===== src/hw/rtl/mme_pkg.sv =====
// Shared types and constants of the matrix multiply engine.
package mme_pkg;

  localparam int IDX_W  = 2;   // row and column fields on the stream
  localparam int DATA_W = 16;  // element width, Q16.0
  localparam int PROD_W = 32;  // full product of two elements
  localparam int ACC_W  = 40;  // dot-product accumulator

  typedef enum logic [1:0] {
    OP_WR_A    = 2'd0,
    OP_WR_B    = 2'd1,
    OP_COMPUTE = 2'd2
  } op_t;

  typedef enum logic [1:0] {
    ST_IDLE,
    ST_ISSUE,
    ST_WAIT,
    ST_EMIT
  } state_t;

  // Control that travels beside one multiply-accumulate operand pair.
  typedef struct packed {
    logic valid;
    logic first;
    logic last;
  } mac_ctl_t;

endpackage


===== src/hw/rtl/mme_ram.sv =====
// Generic single-write, single-read RAM with registered read data.
module mme_ram #(
  parameter int WIDTH = 16,
  parameter int DEPTH = 16,
  localparam int AW = (DEPTH > 1) ? $clog2(DEPTH) : 1
) (
  input  logic             clk,
  input  logic             we,
  input  logic [AW-1:0]    waddr,
  input  logic [WIDTH-1:0] wdata,
  input  logic [AW-1:0]    raddr,
  output logic [WIDTH-1:0] rdata
);

  logic [WIDTH-1:0] mem [DEPTH];

  always_ff @(posedge clk) begin
    if (we) begin
      mem[waddr] <= wdata;
    end
    rdata <= mem[raddr];
  end

endmodule


===== src/hw/rtl/mme_mac.sv =====
// Shared multiply-accumulate unit: registered product, then 40-bit accumulate.
module mme_mac
  import mme_pkg::*;
(
  input  logic                     clk,
  input  logic                     rst,
  input  logic signed [DATA_W-1:0] a,
  input  logic signed [DATA_W-1:0] b,
  input  mac_ctl_t                 ctl,
  output logic        [ACC_W-1:0]  acc,
  output logic                     done
);

  logic signed [PROD_W-1:0] prod;
  mac_ctl_t                 ctl_q;
  logic        [ACC_W-1:0]  prod_ext;

  assign prod_ext = {{(ACC_W-PROD_W){prod[PROD_W-1]}}, prod};

  always_ff @(posedge clk) begin
    prod <= a * b;
    if (rst) begin
      ctl_q <= '0;
      done  <= 1'b0;
    end else begin
      ctl_q <= ctl;
      done  <= ctl_q.valid & ctl_q.last;
    end
    if (ctl_q.valid) begin
      // first term loads, the rest add; wraps modulo 2^40
      acc <= ctl_q.first ? prod_ext : acc + prod_ext;
    end
  end

endmodule


===== src/hw/rtl/matrix_multiply_engine.sv =====
// Matrix multiply engine: C = A x B over one shared multiply-accumulate unit.
// Operation: a write beat stores one element; a compute beat emits ROWS*COLS results,
//   each made by INNER operand reads, a wait for the MAC pipeline to drain and
//   an emit that waits until the output register is free.
// Throughput is set by the single MAC: one product term per cycle in ISSUE; s_tready
//   is low while a product is being computed. rst (synchronous) clears control
//   state only; A and B contents are undefined until written.
module matrix_multiply_engine
  import mme_pkg::*;
#(
  parameter int ROWS  = 4,
  parameter int INNER = 4,
  parameter int COLS  = 4
) (
  input  logic        clk,
  input  logic        rst,
  // input stream
  input  logic        s_tvalid,
  output logic        s_tready,
  input  logic [23:0] s_tdata,   // [1:0] row_index, [3:2] col_index,
                                 // [19:4] element_value, [23:20] zero
  input  logic [1:0]  s_tuser,   // [1:0] opcode
  // result stream
  output logic        m_tvalid,
  input  logic        m_tready,
  output logic [47:0] m_tdata,   // [1:0] out_row, [3:2] out_col,
                                 // [43:4] product_value, [47:44] zero
  output logic        m_tlast    // last_flag
);

  // Counter and address widths follow the matrix shape.
  localparam int RW    = (ROWS  > 1) ? $clog2(ROWS)  : 1;
  localparam int KW    = (INNER > 1) ? $clog2(INNER) : 1;
  localparam int CW    = (COLS  > 1) ? $clog2(COLS)  : 1;
  localparam int A_DEP = ROWS * INNER;
  localparam int B_DEP = INNER * COLS;
  localparam int AAW   = (A_DEP > 1) ? $clog2(A_DEP) : 1;
  localparam int BAW   = (B_DEP > 1) ? $clog2(B_DEP) : 1;

  // Input beat fields
  logic [IDX_W-1:0]  in_row;
  logic [IDX_W-1:0]  in_col;
  logic [DATA_W-1:0] in_val;
  op_t               in_op;
  logic              s_acc;

  assign in_row = s_tdata[1:0];
  assign in_col = s_tdata[3:2];
  assign in_val = s_tdata[19:4];
  assign in_op  = op_t'(s_tuser);
  assign s_acc  = s_tvalid & s_tready;

  // Sequencer state and loop counters (i row, j column, k inner term)
  state_t        state, state_next;
  logic [RW-1:0] i, i_next;
  logic [CW-1:0] j, j_next;
  logic [KW-1:0] k, k_next;

  logic i_end, j_end, k_end;
  assign i_end = (i == RW'(ROWS - 1));
  assign j_end = (j == CW'(COLS - 1));
  assign k_end = (k == KW'(INNER - 1));

  // Memory ports
  logic              a_we, b_we;
  logic [AAW-1:0]    a_waddr, a_raddr;
  logic [BAW-1:0]    b_waddr, b_raddr;
  logic [DATA_W-1:0] a_rdata, b_rdata;

  // MAC control: issued with the read, registered once to line up with the read data
  mac_ctl_t         issue_ctl, rd_ctl;
  logic [ACC_W-1:0] acc;
  logic             done;

  // Output register
  logic              out_free;
  logic              load_out;
  logic [IDX_W-1:0]  out_row, out_col;
  logic [ACC_W-1:0]  out_val;
  logic              out_last;

  assign out_free = ~m_tvalid | m_tready;

  // Writes land only while idle, so the read ports never collide with them.
  assign a_waddr = AAW'(32'(in_row) * INNER + 32'(in_col));
  assign b_waddr = BAW'(32'(in_row) * COLS + 32'(in_col));
  assign a_raddr = AAW'(32'(i) * INNER + 32'(k));
  assign b_raddr = BAW'(32'(k) * COLS + 32'(j));

  always_comb begin
    a_we = 1'b0;
    b_we = 1'b0;
    if (s_acc) begin
      unique case (in_op)
        OP_WR_A: a_we = (32'(in_row) < ROWS)  && (32'(in_col) < INNER);
        OP_WR_B: b_we = (32'(in_row) < INNER) && (32'(in_col) < COLS);
        default: ;
      endcase
    end
  end

  mme_ram #(.WIDTH(DATA_W), .DEPTH(A_DEP)) u_ram_a (
    .clk   (clk),
    .we    (a_we),
    .waddr (a_waddr),
    .wdata (in_val),
    .raddr (a_raddr),
    .rdata (a_rdata)
  );

  mme_ram #(.WIDTH(DATA_W), .DEPTH(B_DEP)) u_ram_b (
    .clk   (clk),
    .we    (b_we),
    .waddr (b_waddr),
    .wdata (in_val),
    .raddr (b_raddr),
    .rdata (b_rdata)
  );

  mme_mac u_mac (
    .clk  (clk),
    .rst  (rst),
    .a    ($signed(a_rdata)),
    .b    ($signed(b_rdata)),
    .ctl  (rd_ctl),
    .acc  (acc),
    .done (done)
  );

  // Sequencer: ISSUE walks k for one (i, j), WAIT drains the MAC pipe,
  // EMIT hands the sum to the output register and steps to the next element.
  always_comb begin
    state_next = state;
    i_next     = i;
    j_next     = j;
    k_next     = k;
    issue_ctl  = '0;
    load_out   = 1'b0;
    s_tready   = 1'b0;
    unique case (state)
      ST_IDLE: begin
        s_tready = 1'b1;
        if (s_acc && in_op == OP_COMPUTE) begin
          i_next     = '0;
          j_next     = '0;
          k_next     = '0;
          state_next = ST_ISSUE;
        end
      end
      ST_ISSUE: begin
        issue_ctl.valid = 1'b1;
        issue_ctl.first = (k == '0);
        issue_ctl.last  = k_end;
        if (k_end) begin
          k_next     = '0;
          state_next = ST_WAIT;
        end else begin
          k_next = k + 1'b1;
        end
      end
      ST_WAIT: begin
        if (done) begin
          state_next = ST_EMIT;
        end
      end
      ST_EMIT: begin
        if (out_free) begin
          load_out = 1'b1;
          if (j_end) begin
            j_next = '0;
            if (i_end) begin
              i_next     = '0;
              state_next = ST_IDLE;
            end else begin
              i_next     = i + 1'b1;
              state_next = ST_ISSUE;
            end
          end else begin
            j_next     = j + 1'b1;
            state_next = ST_ISSUE;
          end
        end
      end
      default: state_next = ST_IDLE;
    endcase
  end

  always_ff @(posedge clk) begin
    if (rst) begin
      state  <= ST_IDLE;
      i      <= '0;
      j      <= '0;
      k      <= '0;
      rd_ctl <= '0;
    end else begin
      state  <= state_next;
      i      <= i_next;
      j      <= j_next;
      k      <= k_next;
      rd_ctl <= issue_ctl;
    end
  end

  // Result register: holds a finished element until the sink takes the beat.
  always_ff @(posedge clk) begin
    if (rst) begin
      m_tvalid <= 1'b0;
    end else if (load_out) begin
      m_tvalid <= 1'b1;
    end else if (m_tready) begin
      m_tvalid <= 1'b0;
    end
    if (load_out) begin
      out_row  <= IDX_W'(i);
      out_col  <= IDX_W'(j);
      out_val  <= acc;
      out_last <= i_end & j_end;
    end
  end

  assign m_tdata = {4'b0, out_val, out_col, out_row};
  assign m_tlast = out_last;

endmodule


===== config.mk =====
export PLATFORM = sky130hd
export DESIGN_NAME = matrix_multiply_engine
export DESIGN_NICKNAME = d
export VERILOG_FILES = /design/src/hw/rtl/mme_pkg.sv /design/src/hw/rtl/mme_ram.sv /design/src/hw/rtl/mme_mac.sv /design/src/hw/rtl/matrix_multiply_engine.sv
export SDC_FILE = /design/constraint.sdc
export NUM_CORES = 1
export LEC_CHECK = 0
export BUFFER_PORTS_ARGS = -buffer_cell sky130_fd_sc_hd__buf_2
export CORE_UTILIZATION = 55
export DETAILED_ROUTE_END_ITERATION = 7
export GPL_TIMING_DRIVEN = 0
export PLACE_DENSITY_LB_ADDON = 0.1
export SKIP_CTS_REPAIR_TIMING = 1
export SYNTH_ARGS = -nofsm -noshare
export SYNTH_HDL_FRONTEND = slang
export SYNTH_SLANG_ARGS = --single-unit

===== constraint.sdc =====
create_clock -name clk -period 14.1 [get_ports clk]
set_input_delay 2.82 -clock clk [delete_from_list [all_inputs] [get_ports clk]]
set_output_delay 2.82 -clock clk [all_outputs]
set_load 0.01 [all_outputs]

# Yosys cells after proc, flatten, opt, wreduce, memory -nomap -nowiden
# Memory sizes are Yosys's and may differ from the RTL's. A register that Yosys moved wholly into a read port is not among the register bits.
# Index checks and enable logic that the tools add are counted.
# word_totals
register_bits	133
latchBits	0
ram_bits	512
mem_bits_ro	0
inputBits	30
out_inout_bits	51
wordCells	91
n_memories	2
# op_classes
addsub	7
multipliers	1
div	0
order_cmp	0
eq_ne	13
n_shift	0
muxes	32
bitwise_logic	6
n_reduce_logical	12
# memory_table
name	words	word_bits	rd	rd_ports_with_merged_regs	wr	line	text
u_ram_a.mem	16	16	1	1	1	mme_ram.sv:15	logic [WIDTH-1:0] mem [DEPTH];
u_ram_b.mem	16	16	1	1	1	mme_ram.sv:15	
# ops
operator	n
$add 40x40->40	1
$mux 40	1
$mul 16x16->32	1
$mux 2	12
$mux 1	14
$add 4x2->4	3
$eq 2x2->1 const B	6
$pmux 2 s2	3
$ne 2x2->1 const B	4
$pmux 2 s4	1
$reduce_and 4->1	2
$add 2x1->2 const B	3
$logic_not 2->1	3
$reduce_bool 2->1	3
$eq 2x1->1 const B	2
$and 1x1->1	3
$mux 3	1
$reduce_and 3->1	1
$ne 2x1->1 const B	1
$not 1->1	2
$reduce_and 2->1	1
$reduce_or 2->1	1
$logic_and 1x1->1	1
$or 1x1->1	1

# Depth between registers and ports, before layout
# logic_depth
word_depth	6
ltp_mapped	24

# Hierarchy
# From an unflattened synthesis, not the netlist that was laid out.
# hier_totals
cells_unflattened	2538
hier_area_um2	36448.7
# by_module_without_submodules
module	instances	cells_each	area_each_um2
mme_mac	1	1549	14293.7
mme_ram (u_ram_b)	1	432	10043.4
mme_ram (u_ram_a)	1	432	10042.1
matrix_multiply_engine	1	125	2069.5

# Worst setup path before layout
# No wires, ideal clock.
# synth_path
path_type	flip-flop to flip-flop
startpoint	reg u_ram_a.rdata[15], read port of u_ram_a.mem
endpoint	reg u_mac.prod[31]
setup_time_ns	0.118
arrival_time_ns	5.870
setup_slack_ns	8.112
path_stages_with_launch	21
cell_sequence	dfxtp_1 clkbuf_1 nand2_1 inv_1 fa_1 fa_1 fa_1 fa_1 fa_1 inv_1 fa_1 inv_1 ha_1 and3_1 a31oi_1 nand2_1 a21oi_1 o21bai_1 a41o_1 o41a_1 xnor2_1
# synth_between
elab_chain_cells	1
# synth_lines
item	line	text
from (decl)	mme_ram.sv:12	output logic [WIDTH-1:0] rdata
$mul 16x16->32	mme_mac.sv:21	prod <= a * b;
to (signal assigned)	mme_mac.sv:21	
to (decl)	mme_mac.sv:14	logic signed [PROD_W-1:0] prod;
# No other way between the ends.
# A chain may end at the register's enable or synchronous reset.

# Worst setup path in the final report
# layout_path
startpoint	reg u_ram_b.rdata[1], read port of u_ram_b.mem
endpoint	reg u_mac.prod[31]
# layout_between
elab_chain_cells	1
# layout_lines
item	line
from (decl)	mme_ram.sv:12
$mul 16x16->32	mme_mac.sv:21
# No other way between the ends.

==> metrics.csv <==
metric,value,unit
P&R area growth vs syn,12.0,%
Antenna Nets Post-Route,0,
most common cell in the netlist,edfxtp_1,
clock tree buffer depth,3,
Setup Crit Path Kind,reg -> reg,
via count,20700,
Mapped Avg Cell Area,14.9,µm²
post-synthesis mux area share,0.101,
initial antenna violation count,2,
Synth top area share,0.496,
largest net degree at the start of global routing,35,
Slew Limit Fails,0,
Yosys cell types,74,
core area,64700,µm²
Async SR Flop Fraction,0,
Final #Nets,3033,
Cells on Worst Hold Path,1,
Root Driver,clkbuf_16,
Yosys top cell by area,edfxtp_1,
Final period util,0.540,
total CTS buffers,71,
Hold Path End,u_mac.ctl_q[2]$_SDFF_PP0_,
Main synth FF type,edfxtp_1,
grt total ovfl,0,
IO Pins,81,
PortBufs,70,
Inserted Diodes,0,
Final Hold Viols,0,
Max Cap Viol,0,
Vias/cell,5.88,
Crit path top cell by count,fa_1,
Reg area,19500,µm²
Post-synth EDFFs,597,
min-delay src,rd_ctl[2]$_SDFF_PP0_,
post-synthesis simple-gate area fraction,0.0693,
r2r setup slk,6480,ps
"Largest stage delay, worst path",1080,ps
Synth Area in Compound Gates,0.0435,
fraction of final layout cells with drive strength greater than 1,0.161,
DRC violation total after the first TritonRoute iteration,1860,
vias in the first global route,21700,
fin crit period,7620,ps
reg2reg end,u_mac.prod[31]$_DFF_P_,
GR Util met2,0.458,
clk slew on worst S/H paths,80,ps
first-pass GRT wire length,131000,µm
Final Routed Wirelength,86500,µm
final worst clock skew,73.3,ps
worst r2r path cells,21,
Setup Viol. Count Final,0,
Slew HR,0.245,
fillers,4848,
WP data arrival,8090,ps
drt drc,0,
synth top area cells,"edfxtp_1 (50%), fa_1 (15%), mux4_2 (10%)",
Cell Rows,93,
largest family of logic cells by synthesized area,adder cells,
DP HPWL,63600,µm
worst min path class,reg -> reg,
die area,66700,µm²
post-synthesis sequential area ratio,0.540,
GP Congestion,0.949,
Synth Area in Adders,0.190,
Synth top cells by count,"edfxtp_1 (597), inv_1 (288), fa_1 (263)",
outcome,"complete, no violations",
setup TNS after final layout,0,ps
unrepaired setup endpoints after global routing,no,
Synth Register Bits,677,
First-pass DRT Iterations,7,
r2r startpoint,u_ram_b.rdata[1]$_DFF_P_,
H-tree depth,3,
multi-input logic area,15300,µm²
CP Cell Sequence,clkbuf_1 -> nand2_1 -> inv_1 -> fa_1 -> fa_1 -> fa_1 -> fa_1 -> fa_1 -> inv_1 -> fa_1 -> inv_1 -> ha_1 -> a21oi_1 -> o21ai_0 -> a31oi_1 -> nand2_1 -> a21oi_1 -> o21bai_1 -> a41o_1 -> o41a_1 -> xnor2_1,
worst-path fanout max,10,
Overall Global Routing Usage,0.267,
worst slew pin tran,1130,ps
Netlist Area Pre-Place,36100,µm²
starting density of the core,0.558,
WP data required,14570,ps
clk sinks,677,
die width,258,µm
"Slowest-stage cell, CP",fa_1,
Syn Inst Count,2431,
met1 Usage GRT,0.353,
Die Ht,258,µm
routed len/inst,24.6,µm
grt met3 use,0.0376,
CP Capture Type,register,
TritonCTS clock tree,yes,
Worst-Skew Late Latency,660,ps
Fmax achieved,131,MHz
Syn. warnings,0,
Startpoint Class,register,
xor/xnor share of the synthesized area,0.0153,
global routing's busiest layer,met2,
## cells in the final DEF (no fill, tap or decap), types with 11 or more instances in the layout
cell	synthesis	routed
edfxtp_1	597	597
inv_1	288	288
fa_1	263	263
nand2_1	198	198
mux4_2	160	160
ha_1	129	129
and2_1	126	126
clkbuf_1	67	81
buf_2	10	80
dfxtp_1	80	79
clkbuf_16	0	71
nor2_1	91	66
o21ai_0	61	61
a21oi_1	52	52
xnor2_1	40	40
a21o_1	35	35
nor2_2	2	26
xor2_1	23	23
buf_8	0	19
nand3_1	16	16
clkinv_2	0	16
nor2b_1	14	14
nand2b_1	14	14
nor3_1	21	13
clkinv_1	0	12
o21a_1	11	11
## final cells by class
| class | instances | share of cell area |
|---|---|---|
| buffer | 91 | 0.00918 |
| tap | 855 | 0.0264 |
| multi-input combinational | 1377 | 0.377 |
| clock buffer | 87 | 0.0459 |
| timing repair buffer | 104 | 0.0214 |
| sequential | 677 | 0.483 |
| clock inverter | 42 | 0.0105 |
| inverter | 289 | 0.0268 |
## kinds of logic after synthesis
group	Yosys count
flops	677
simple gates	518
fa+ha+maj	392
other cells	1
compound gates	237
xor+xnor	63
mux	163
buf+inv	380
## worst max-delay path, delay by kind of cell (launching register included)
kind,cells,cell delay [ps]
AOI/OAI and AO/OA,7,1500
xor gates and xnor gates,1,350
adders and majority gates,7,4030
buffers and inverters,4,790
DFF,1,490
and+or+nand+nor,2,280
## metrics by stage
| stage | cell area, µm² | cells | utilization | hold slack (ps) | setup slack (ps) |
|---|---|---|---|---|---|
| finish | 40500 | 3522 | 0.626 | 404 | 6480 |
| global route | 40500 | 3522 | 0.626 | 427 | 6200 |
| CTS | 40500 | 3522 | 0.626 | 415 | 6590 |
| detailed placement | 38200 | 3393 | 0.590 | 414 | 6630 |
| global placement | 37600 | 3359 | 0.581 | 412 | 6700 |
| floorplan | 36100 | 2434 | - | 395 | 8110 |
## how the worst max path moves through the flow
stage	startpoint	end	cells after the start
after floorplan	u_ram_a.rdata[15]$_DFF_P_	u_mac.prod[31]$_DFF_P_	20
after global placement	u_ram_b.rdata[1]$_DFF_P_	u_mac.prod[31]$_DFF_P_	20
after detailed placement	u_ram_b.rdata[1]$_DFF_P_	u_mac.prod[31]$_DFF_P_	21
after CTS	u_ram_b.rdata[1]$_DFF_P_	u_mac.prod[31]$_DFF_P_	21
after global routing	u_ram_b.rdata[1]$_DFF_P_	u_mac.prod[31]$_DFF_P_	21
final	u_ram_b.rdata[1]$_DFF_P_	u_mac.prod[31]$_DFF_P_	21
## sequential cells by signal, indices dropped and copies added (netlist names)
register and count:
out_row 2, u_ram_b.mem 256, u_mac.ctl_q 3, m_tvalid 1
u_ram_a.mem 256, u_mac.done 1, i 2, m_tlast 1
k 2, u_ram_a.rdata 16, out_val 40, rd_ctl 3
out_col 2, u_mac.prod 32, u_ram_b.rdata 16, j 2
state 2, u_mac.acc 40
## layer usage
layer,part of all wire,vias up
met4,0.033,4
met3,0.057,185
met5,0.00031,-
met2,0.51,755
met1,0.40,10800
li1,-,9002
Power is not shown: default switching activity piles up to over one toggle a cycle in this logic, so the estimate is an artifact.
